[src/hsvsb_pkg.sv]
// ----------------------------------------------------------------------------
// hsvsb_pkg
// Shared constants and codes for the HSV saturation / brightness adjust unit.
// ----------------------------------------------------------------------------
package hsvsb_pkg;

  localparam int unsigned CHAN_W     = 8;
  localparam int unsigned FRAC_W     = 16;
  localparam int unsigned HUE_W      = 15;
  localparam int unsigned GAIN_W     = 12;
  localparam int unsigned CFG_IDX_W  = 2;
  localparam int unsigned DIV_NUM_W  = 24;
  localparam int unsigned DIV_DEN_W  = 8;
  localparam int unsigned DIV_BPS    = 4;

  localparam logic [HUE_W-1:0] HUE_60  = 15'd3840;
  localparam logic [HUE_W-1:0] HUE_120 = 15'd7680;
  localparam logic [HUE_W-1:0] HUE_240 = 15'd15360;
  localparam logic [HUE_W-1:0] HUE_360 = 15'd23040;

  // Reciprocal multipliers, exact over the value ranges used here
  localparam logic [20:0] RECIP_15  = 21'd1118482;  // ceil(2^24 / 15)
  localparam logic [16:0] RECIP_257 = 17'd65281;    // ceil(2^24 / 257)

  typedef enum logic [CFG_IDX_W-1:0] {
    REG_ADJUST_MODE = 2'd0,
    REG_GAIN_Q8     = 2'd1
  } cfg_reg_t;

endpackage

[src/hsv_saturation_brightness_adjust_unit.sv]
// Path: an input beat passes stage 1, the divider stages and stages A to I to the output beat.
// Throughput: one pixel per cycle; the whole pipeline holds while the output beat waits.
// The two hue/saturation dividers set the depth, DIV_BITS_PER_STAGE (default DIV_BPS) quotient bits per stage.
// Reset (rst, synchronous): clears all stage valid bits, adjust_mode and gain_q8.
// ----------------------------------------------------------------------------
// hsv_saturation_brightness_adjust_unit
// RGB to HSV, saturation or value gain with clamping, HSV back to RGB.
// ----------------------------------------------------------------------------
module hsv_saturation_brightness_adjust_unit
  import hsvsb_pkg::*;
#(
  parameter int unsigned DIV_BITS_PER_STAGE = DIV_BPS
) (
  input  logic                 clk,
  input  logic                 rst,
  input  logic                 cfg_valid,
  output logic                 cfg_ready,
  input  logic [CFG_IDX_W-1:0] cfg_index,
  input  logic [GAIN_W-1:0]    cfg_data,
  input  logic                 in_valid,
  output logic                 in_ready,
  input  logic [CHAN_W-1:0]    in_blue,
  input  logic [CHAN_W-1:0]    in_green,
  input  logic [CHAN_W-1:0]    in_red,
  output logic                 out_valid,
  input  logic                 out_ready,
  output logic [CHAN_W-1:0]    out_blue,
  output logic [CHAN_W-1:0]    out_green,
  output logic [CHAN_W-1:0]    out_red
);

  localparam int unsigned DIV_STG = (DIV_NUM_W + DIV_BITS_PER_STAGE - 1) / DIV_BITS_PER_STAGE;
  localparam int unsigned NSTG    = DIV_STG + 10;

  logic                     adjust_mode;
  logic signed [GAIN_W-1:0] gain_q8;
  logic [NSTG-1:0]          vld;
  logic                     en;

  assign cfg_ready = 1'b1;

  always_ff @(posedge clk) begin
    if (rst) begin
      adjust_mode <= 1'b0;
      gain_q8     <= '0;
    end else if (cfg_valid) begin
      case (cfg_index)
        REG_ADJUST_MODE: adjust_mode <= cfg_data[0];
        REG_GAIN_Q8:     gain_q8     <= cfg_data;
        default:         ;
      endcase
    end
  end

  // Hold every stage while the output beat is not taken
  assign en        = ~vld[NSTG-1] | out_ready;
  assign in_ready  = en;
  assign out_valid = vld[NSTG-1];

  always_ff @(posedge clk) begin
    if (rst) begin
      vld <= '0;
    end else if (en) begin
      vld <= {vld[NSTG-2:0], in_valid};
    end
  end

  // ---- stage 1: max, min, hue numerator, saturation numerator, value
  logic [CHAN_W-1:0] mx, mn, dl;
  logic signed [CHAN_W:0] diff;
  logic [CHAN_W-1:0] mag;
  logic [HUE_W-1:0]  hoff;

  logic [19:0]          s1_hnum;
  logic                 s1_hneg, s1_hzero;
  logic [HUE_W-1:0]     s1_hoff;
  logic [DIV_NUM_W-1:0] s1_snum;
  logic [CHAN_W-1:0]    s1_mx, s1_dl;
  logic [FRAC_W-1:0]    s1_v;

  always_comb begin
    mx = in_red;
    mn = in_red;
    if (in_green > mx) mx = in_green;
    if (in_blue > mx)  mx = in_blue;
    if (in_green < mn) mn = in_green;
    if (in_blue < mn)  mn = in_blue;
    dl = mx - mn;
    if (mx == in_red) begin
      diff = $signed({1'b0, in_green}) - $signed({1'b0, in_blue});
      hoff = '0;
    end else if (mx == in_green) begin
      diff = $signed({1'b0, in_blue}) - $signed({1'b0, in_red});
      hoff = HUE_120;
    end else begin
      diff = $signed({1'b0, in_red}) - $signed({1'b0, in_green});
      hoff = HUE_240;
    end
    mag = diff[CHAN_W] ? CHAN_W'(-diff) : diff[CHAN_W-1:0];
  end

  always_ff @(posedge clk) begin
    if (en) begin
      s1_hnum  <= 20'(mag) * 20'(HUE_60);
      s1_hneg  <= diff[CHAN_W];
      s1_hzero <= (dl == '0);
      s1_hoff  <= hoff;
      s1_snum  <= {dl, 16'h0000} - DIV_NUM_W'(dl);
      s1_mx    <= mx;
      s1_dl    <= dl;
      s1_v     <= {mx, 8'h00} + FRAC_W'(mx);
    end
  end

  // ---- divider stages
  logic [DIV_NUM_W-1:0] qh, qs;

  hsvsb_div #(.NUM_W(DIV_NUM_W), .BPS(DIV_BITS_PER_STAGE)) u_div_hue (
    .clk (clk), .en (en), .num (DIV_NUM_W'(s1_hnum)), .den (s1_dl), .quo (qh)
  );

  hsvsb_div #(.NUM_W(DIV_NUM_W), .BPS(DIV_BITS_PER_STAGE)) u_div_sat (
    .clk (clk), .en (en), .num (s1_snum), .den (s1_mx), .quo (qs)
  );

  logic [DIV_STG-1:0]             sd_hneg, sd_hzero, sd_mxz;
  logic [DIV_STG-1:0][HUE_W-1:0]  sd_hoff;
  logic [DIV_STG-1:0][FRAC_W-1:0] sd_v;

  always_ff @(posedge clk) begin
    if (en) begin
      sd_hneg[0]  <= s1_hneg;
      sd_hzero[0] <= s1_hzero;
      sd_mxz[0]   <= (s1_mx == '0);
      sd_hoff[0]  <= s1_hoff;
      sd_v[0]     <= s1_v;
      for (int s = 1; s < DIV_STG; s++) begin
        sd_hneg[s]  <= sd_hneg[s-1];
        sd_hzero[s] <= sd_hzero[s-1];
        sd_mxz[s]   <= sd_mxz[s-1];
        sd_hoff[s]  <= sd_hoff[s-1];
        sd_v[s]     <= sd_v[s-1];
      end
    end
  end

  // ---- stage A: finish hue, multiply the selected component by the gain factor
  logic signed [16:0] hs;
  logic [HUE_W-1:0]   hfin;
  logic [FRAC_W-1:0]  sval, xsel;
  logic signed [12:0] factor;

  logic [HUE_W-1:0]   pa_h;
  logic signed [29:0] pa_prod;
  logic [FRAC_W-1:0]  pa_s, pa_v;

  always_comb begin
    if (sd_hneg[DIV_STG-1])
      hs = $signed({2'b00, sd_hoff[DIV_STG-1]}) - $signed({5'b0, qh[11:0]});
    else
      hs = $signed({2'b00, sd_hoff[DIV_STG-1]}) + $signed({5'b0, qh[11:0]});
    if (hs < 0)
      hs = hs + $signed({2'b00, HUE_360});
    hfin   = sd_hzero[DIV_STG-1] ? '0 : hs[HUE_W-1:0];
    sval   = sd_mxz[DIV_STG-1] ? '0 : qs[FRAC_W-1:0];
    xsel   = adjust_mode ? sd_v[DIV_STG-1] : sval;
    factor = 13'sd256 + 13'(gain_q8);
  end

  always_ff @(posedge clk) begin
    if (en) begin
      pa_h    <= hfin;
      pa_prod <= 30'($signed({1'b0, xsel})) * 30'(factor);
      pa_s    <= sval;
      pa_v    <= sd_v[DIV_STG-1];
    end
  end

  // ---- stage B: clamp the scaled component, find the hue sextant
  logic [FRAC_W-1:0] scaled;
  logic [21:0]       p8;
  logic [2:0]        kk;

  logic [FRAC_W-1:0] pb_s, pb_v;
  logic [HUE_W-1:0]  pb_h;
  logic [2:0]        pb_k;

  always_comb begin
    p8 = pa_prod[29:8];
    if (pa_prod <= 0)
      scaled = '0;
    else if (p8 > 22'd65535)
      scaled = 16'hFFFF;
    else
      scaled = p8[FRAC_W-1:0];
    if (pa_h < HUE_60)                kk = 3'd0;
    else if (pa_h < HUE_120)          kk = 3'd1;
    else if (pa_h < 15'd11520)        kk = 3'd2;
    else if (pa_h < HUE_240)          kk = 3'd3;
    else if (pa_h < 15'd19200)        kk = 3'd4;
    else if (pa_h < HUE_360)          kk = 3'd5;
    else                              kk = 3'd6;
  end

  always_ff @(posedge clk) begin
    if (en) begin
      pb_s <= adjust_mode ? pa_s : scaled;
      pb_v <= adjust_mode ? scaled : pa_v;
      pb_h <= pa_h;
      pb_k <= kk;
    end
  end

  // ---- stage C: V*S, hue fraction within the sextant pair
  logic [HUE_W-1:0] fpos, dd;

  logic [31:0] pc_pvs;
  logic [FRAC_W-1:0] pc_v;
  logic [2:0]  pc_k;
  logic [11:0] pc_w;

  always_comb begin
    case (pb_k[2:1])
      2'd0:    fpos = pb_h;
      2'd1:    fpos = pb_h - HUE_120;
      2'd2:    fpos = pb_h - HUE_240;
      default: fpos = pb_h;
    endcase
    dd = (fpos >= HUE_60) ? fpos - HUE_60 : HUE_60 - fpos;
  end

  always_ff @(posedge clk) begin
    if (en) begin
      pc_pvs <= 32'(pb_v) * 32'(pb_s);
      pc_v   <= pb_v;
      pc_k   <= pb_k;
      pc_w   <= 12'(HUE_60 - dd);
    end
  end

  // ---- stage D: C = floor(V*S / 65535), one correction step
  logic [16:0]       rr;
  logic [FRAC_W-1:0] q0;

  logic [FRAC_W-1:0] pd_c, pd_v;
  logic [2:0]        pd_k;
  logic [11:0]       pd_w;

  always_comb begin
    q0 = pc_pvs[31:16];
    rr = {1'b0, pc_pvs[15:0]} + 17'(q0);
  end

  always_ff @(posedge clk) begin
    if (en) begin
      pd_c <= (rr >= 17'd65535) ? q0 + 16'd1 : q0;
      pd_v <= pc_v;
      pd_k <= pc_k;
      pd_w <= pc_w;
    end
  end

  // ---- stage E: C * (3840 - d)
  logic [27:0]       pe_pcx;
  logic [FRAC_W-1:0] pe_c, pe_m;
  logic [2:0]        pe_k;

  always_ff @(posedge clk) begin
    if (en) begin
      pe_pcx <= 28'(pd_c) * 28'(pd_w);
      pe_c   <= pd_c;
      pe_m   <= pd_v - pd_c;
      pe_k   <= pd_k;
    end
  end

  // ---- stage F: divide by 3840 as shift by 8 then reciprocal of 15
  logic [40:0]       pf_qx;
  logic [FRAC_W-1:0] pf_c, pf_m;
  logic [2:0]        pf_k;

  always_ff @(posedge clk) begin
    if (en) begin
      pf_qx <= 41'(pe_pcx[27:8]) * 41'(RECIP_15);
      pf_c  <= pe_c;
      pf_m  <= pe_m;
      pf_k  <= pe_k;
    end
  end

  // ---- stage G: place chroma parts by sextant, add the offset m
  logic [FRAC_W-1:0] xv, pr, pg, pbl;
  logic [FRAC_W-1:0] pg_r, pg_g, pg_b;

  always_comb begin
    xv = pf_qx[39:24];
    case (pf_k)
      3'd0:    begin pr = pf_c; pg = xv;   pbl = '0;   end
      3'd1:    begin pr = xv;   pg = pf_c; pbl = '0;   end
      3'd2:    begin pr = '0;   pg = pf_c; pbl = xv;   end
      3'd3:    begin pr = '0;   pg = xv;   pbl = pf_c; end
      3'd4:    begin pr = xv;   pg = '0;   pbl = pf_c; end
      3'd5:    begin pr = pf_c; pg = '0;   pbl = xv;   end
      default: begin pr = '0;   pg = '0;   pbl = '0;   end
    endcase
  end

  always_ff @(posedge clk) begin
    if (en) begin
      pg_r <= pr + pf_m;
      pg_g <= pg + pf_m;
      pg_b <= pbl + pf_m;
    end
  end

  // ---- stage H: times reciprocal of 257 (255/65535 = 1/257)
  logic [32:0] ph_r, ph_g, ph_b;

  always_ff @(posedge clk) begin
    if (en) begin
      ph_r <= 33'(pg_r) * 33'(RECIP_257);
      ph_g <= 33'(pg_g) * 33'(RECIP_257);
      ph_b <= 33'(pg_b) * 33'(RECIP_257);
    end
  end

  // ---- stage I: output register
  always_ff @(posedge clk) begin
    if (en) begin
      out_red   <= ph_r[31:24];
      out_green <= ph_g[31:24];
      out_blue  <= ph_b[31:24];
    end
  end

endmodule

[src/hsvsb_div.sv]
// ----------------------------------------------------------------------------
// hsvsb_div
// Pipelined restoring divider, BPS quotient bits per stage.
// ----------------------------------------------------------------------------
module hsvsb_div
  import hsvsb_pkg::*;
#(
  parameter int unsigned NUM_W = DIV_NUM_W,
  parameter int unsigned BPS   = DIV_BPS
) (
  input  logic                 clk,
  input  logic                 en,
  input  logic [NUM_W-1:0]     num,
  input  logic [DIV_DEN_W-1:0] den,
  output logic [NUM_W-1:0]     quo
);

  localparam int unsigned STG = (NUM_W + BPS - 1) / BPS;
  localparam int unsigned PW  = STG * BPS;

  logic [STG-1:0][DIV_DEN_W-1:0] rem;
  logic [STG-1:0][DIV_DEN_W-1:0] rem_next;
  logic [STG-1:0][PW-1:0]        nsh;
  logic [STG-1:0][PW-1:0]        nsh_next;
  logic [STG-1:0][PW-1:0]        qb;
  logic [STG-1:0][PW-1:0]        qb_next;
  logic [STG-1:0][DIV_DEN_W-1:0] dq;
  logic [STG-1:0][DIV_DEN_W-1:0] dq_next;

  always_comb begin
    logic [DIV_DEN_W-1:0] r;
    logic [DIV_DEN_W:0]   t;
    logic [PW-1:0]        n;
    logic [PW-1:0]        q;
    logic [DIV_DEN_W-1:0] d;
    for (int s = 0; s < STG; s++) begin
      if (s == 0) begin
        r = '0;
        n = PW'(num);
        q = '0;
        d = den;
      end else begin
        r = rem[s-1];
        n = nsh[s-1];
        q = qb[s-1];
        d = dq[s-1];
      end
      for (int i = 0; i < BPS; i++) begin
        t = {r, n[PW-1]};
        n = {n[PW-2:0], 1'b0};
        if (t >= {1'b0, d}) begin
          t = t - {1'b0, d};
          q = {q[PW-2:0], 1'b1};
        end else begin
          q = {q[PW-2:0], 1'b0};
        end
        r = t[DIV_DEN_W-1:0];
      end
      rem_next[s] = r;
      nsh_next[s] = n;
      qb_next[s]  = q;
      dq_next[s]  = d;
    end
  end

  always_ff @(posedge clk) begin
    if (en) begin
      rem <= rem_next;
      nsh <= nsh_next;
      qb  <= qb_next;
      dq  <= dq_next;
    end
  end

  assign quo = qb[STG-1][NUM_W-1:0];

endmodule

[config.mk]
export PLATFORM = sky130hd
export DESIGN_NAME = hsv_saturation_brightness_adjust_unit
export DESIGN_NICKNAME = d
export VERILOG_FILES = /design/src/hsvsb_pkg.sv /design/src/hsv_saturation_brightness_adjust_unit.sv /design/src/hsvsb_div.sv
export SDC_FILE = /design/constraint.sdc
export NUM_CORES = 2
export LEC_CHECK = 0
export BUFFER_PORTS_ARGS = -buffer_cell sky130_fd_sc_hd__clkbuf_2
export CORE_MARGIN = 10
export CORE_UTILIZATION = 60
export CTS_CLUSTER_SIZE = 25
export DETAILED_ROUTE_END_ITERATION = 8
export PLACE_DENSITY = 0.83
export SLEW_MARGIN = 5
export SYNTH_ARGS = -nofsm -noshare
export SYNTH_HDL_FRONTEND = slang
export SYNTH_SLANG_ARGS = --single-unit
[constraint.sdc]
create_clock -name clk -period 56.4 [get_ports clk]
set_clock_uncertainty 0.15 [all_clocks]
set_input_delay 16.92 -clock clk [delete_from_list [all_inputs] [get_ports clk]]
set_output_delay 16.92 -clock clk [all_outputs]
set_load 0.01 [all_outputs]
==> impl_metrics.csv <==
group,metric,value,unit
run_status,outcome,"finished, final reports clean",
yosys,synth_flop_cell,"edfxtp_1",
route,detail_route.iter0.violations,3666,
clock_network,clk_root_buffer_cell,"clkbuf_16",
yosys,synth.cell_area,87600,um^2
timing,period_share,0.623,
route,detail_route.drc_violations,0,
worst_hold_path,worst_hold_class,"flip-flop to flip-flop",
critical_path,startpoint_type,"input port",
die,fp-row-count,140,
clock_network,cts_repair_resize_count,0,
worst_hold_path,hold_end,"pb_h[4]",
critical_path,critPathMaxFanout,135,
job,maxCapViolations,0,
clock_network,cts_htree_levels,3,
worst_hold_path,worst_hold_path.num_cells,0,
clock_network,tritoncts_num_sinks,860,
timing,setup_repair_after_global_routing_missed_its_margin,"false",
layout,fin_util,0.640,
timing,timing.setup.tns,0,ps
placement,gp_congestion,0.894,
layout,area_delta_synth_final,6.27,%
placement,placed_cell_area,89900,um^2
route,drt_first_pass_iters,6,
placement,port_buffers,68,
timing,max_freq,28.5,MHz
timing,final_period_minus_worst_setup_slack,35140,ps
critical_path,reg2regPathDepth,47,
global_route,grt_start_max_net_pins,183,
worst_hold_path,hold_path.startpoint,"pa_h[4]",
critical_path,endpoint_kind,"primary output",
route,vias,60889,
critical_path,rr_startpoint,"sd_v[41]",
critical_path,timing.reg2reg.setup_slack,44420,ps
die,die_height,402,um
route,ant_nets,0,
die,die_area,162000,um^2
clock_network,post_cts_hold_buffer_count,0,
timing,smallest_hold_slack,237,ps
yosys,synthesized_instance_count,8480,
yosys,synth_seq_cells,860,
timing,worstMarginPinSlew,1160,ps
clock_network,cts.clk_slew.worst_paths,60,ps
layout,antenna_cells,0,
placement,sum_of_net_half_perimeters_after_detailed_placement,145000,um
timing,relSlewSlack,0.224,
yosys,synthesis.area_per_instance,10.3,um^2
critical_path,required,39330,ps
clock_network,ctsLongestPathBuffers,3,
timing,final_max_slew_viol_count,0,
route,routed_wirelength,187000,um
die,initial_util,0.603,
layout,drive_gt1_frac,0.0573,
clock_network,tritoncts_clock_tree,"yes",
global_route,wire_length_of_the_first_global_routing_pass,315000,um
clock_network,clk_latency,730,ps
layout,final_nets,10543,
layout,num-fill-cells,10933,
clock_network,postCtsSetupRepairBufs,0,
critical_path,rr_endpoint,"u_div_sat.rem[29]",
yosys,yosysSeqAreaShare,0.291,
global_route,track_usage,0.232,
route,wire_length_per_cell_after_detailed_routing,17.8,um
global_route,antenna_found_initial,1,
die,floorplan.core_area,145000,um^2
die,die_w,402,um
route,vias_per_cell,5.80,
yosys,yosys_warnings,0,
clock_network,number_of_clock_buffers_inserted_by_tritoncts,94,
timing,final_hold_violation_count,0,
critical_path,worst_path_class_setup,"input port to primary output",
global_route,globalRouteOverflowTotal,0,
yosys,edff_count_synth,831,
critical_path,worstPathArrival,18070,ps
timing,final_setup_vio_count,0,
die,boundaryPins,70,
yosys,yosysUniqueCellTypes,102,
layout,layout.cell_area.non_filler,93100,um^2
global_route,first_global_vias,64878,
yosys,synthArstFlopShare,0,
-- synthesized netlist by cell type (all sizes together), types with 14 or more instances --
cell    number  share of area
xor2       173          0.017
o31ai       48         0.0045
nand4       63         0.0045
o21ai      344          0.020
a221oi      15         0.0016
or3         19         0.0014
mux2i      120          0.014
nand2      829          0.036
o21bai      48         0.0041
o21a        61         0.0052
nor2b      122         0.0087
o211ai      19         0.0017
inv       1292          0.055
nor4        19         0.0014
a221o       14         0.0016
buf         22         0.0013
and3        34         0.0024
xnor2      306          0.031
a31oi       26         0.0019
a211oi      24         0.0023
and2       241          0.017
nand3       92         0.0053
fa         796           0.18
a21oi      389          0.022
edfxtp     831           0.28
a21o       144          0.012
mux2       177          0.023
dfxtp       29         0.0066
nor2       383          0.016
clkbuf     156         0.0067
a21boi      83         0.0071
nand2b      65         0.0046
nor3        99         0.0058
or2         18         0.0013
o22ai       20         0.0014
ha        1206           0.17
-- flip-flops by register name (all words and copies together), names as in the netlist, 18 cells and up --
register,count
u_div_hue.rem,40
u_div_sat.qb,24
pa_prod,30
sd_hoff,18
pe_pcx,20
u_div_sat.rem,40
u_div_hue.nsh,24
s1_snum,23
u_div_sat.nsh,53
u_div_hue.dq,40
sd_v,48
pc_pvs,32
-- worst max-delay path, stage by stage --
cell and delay (ps):
clkbuf_2 80, nor2b_1 40, buf_4 190, inv_8 560, clkbuf_2 270
-- cells by family (layout without fill, tap and decap cells) --
group / after synthesis / in the layout / share of synthesized area
AO/OA/AOI/OAI: 1338 / 1338 / 0.0973
other: 2 / 4 / 0.0000857
AND/OR/NAND/NOR: 2027 / 2027 / 0.109
buffers and inverters: 1473 / 1566 / 0.0634
XOR/XNOR: 479 / 479 / 0.0481
adder cells (fa/ha/maj): 2004 / 2004 / 0.354
multiplexers: 297 / 297 / 0.0366
flip-flops: 860 / 860 / 0.291
-- routing by layer --
layer,vias to the layer above,global-route usage,share of wire
met5,-,0,0.000064
met4,2,0.0894,0.037
met3,490,0.0311,0.053
met2,1732,0.416,0.51
met1,29860,0.282,0.40
li1,28805,-,-
-- cell usage in the layout (no fill, tap or decap), types with 92 or more instances in the layout --
master,n
clkbuf_16,94
inv_1,1285
nor2_1,383
nor3_1,97
xnor2_1,304
nand2_1,828
nand3_1,92
nor2b_1,122
edfxtp_1,831
ha_1,1206
xor2_1,173
and2_1,241
a21oi_1,387
mux2_2,176
a21o_1,144
o21ai_0,327
mux2i_1,118
fa_1,796
-- final cells by class --
class,count,area (um^2),share of cell area
Clock inverter,65,788,0.00847
Multi-Input combinational cell,6149,56500,0.607
Sequential cell,860,25500,0.274
Timing Repair Buffer,98,578,0.00621
Inverter,1295,4870,0.0523
Clock buffer,108,2400,0.0258
Tap cell,1917,2400,0.0258
-- per-stage QoR --
stage,std cells,setup WS [ps]
final,10492,21260
after floorplan,8482,11560
after CTS,10492,21130
after detailed placement,10319,21130
after global placement,10319,21160
after global routing,10492,21100
-- how the worst max path moves through the flow --
stage	start	to	slack, ps	cells past startpoint
after detailed placement	out_ready	in_ready	21130	5
final	out_ready	in_ready	21260	5
after CTS	out_ready	in_ready	21130	5
after global placement	out_ready	in_ready	21160	5
after global routing	out_ready	in_ready	21100	5
after floorplan	out_ready	in_ready	11560	4
Power is left out: the tool's default activity adds up to more than one toggle a clock period on the data nets, which glitch-free logic cannot reach.
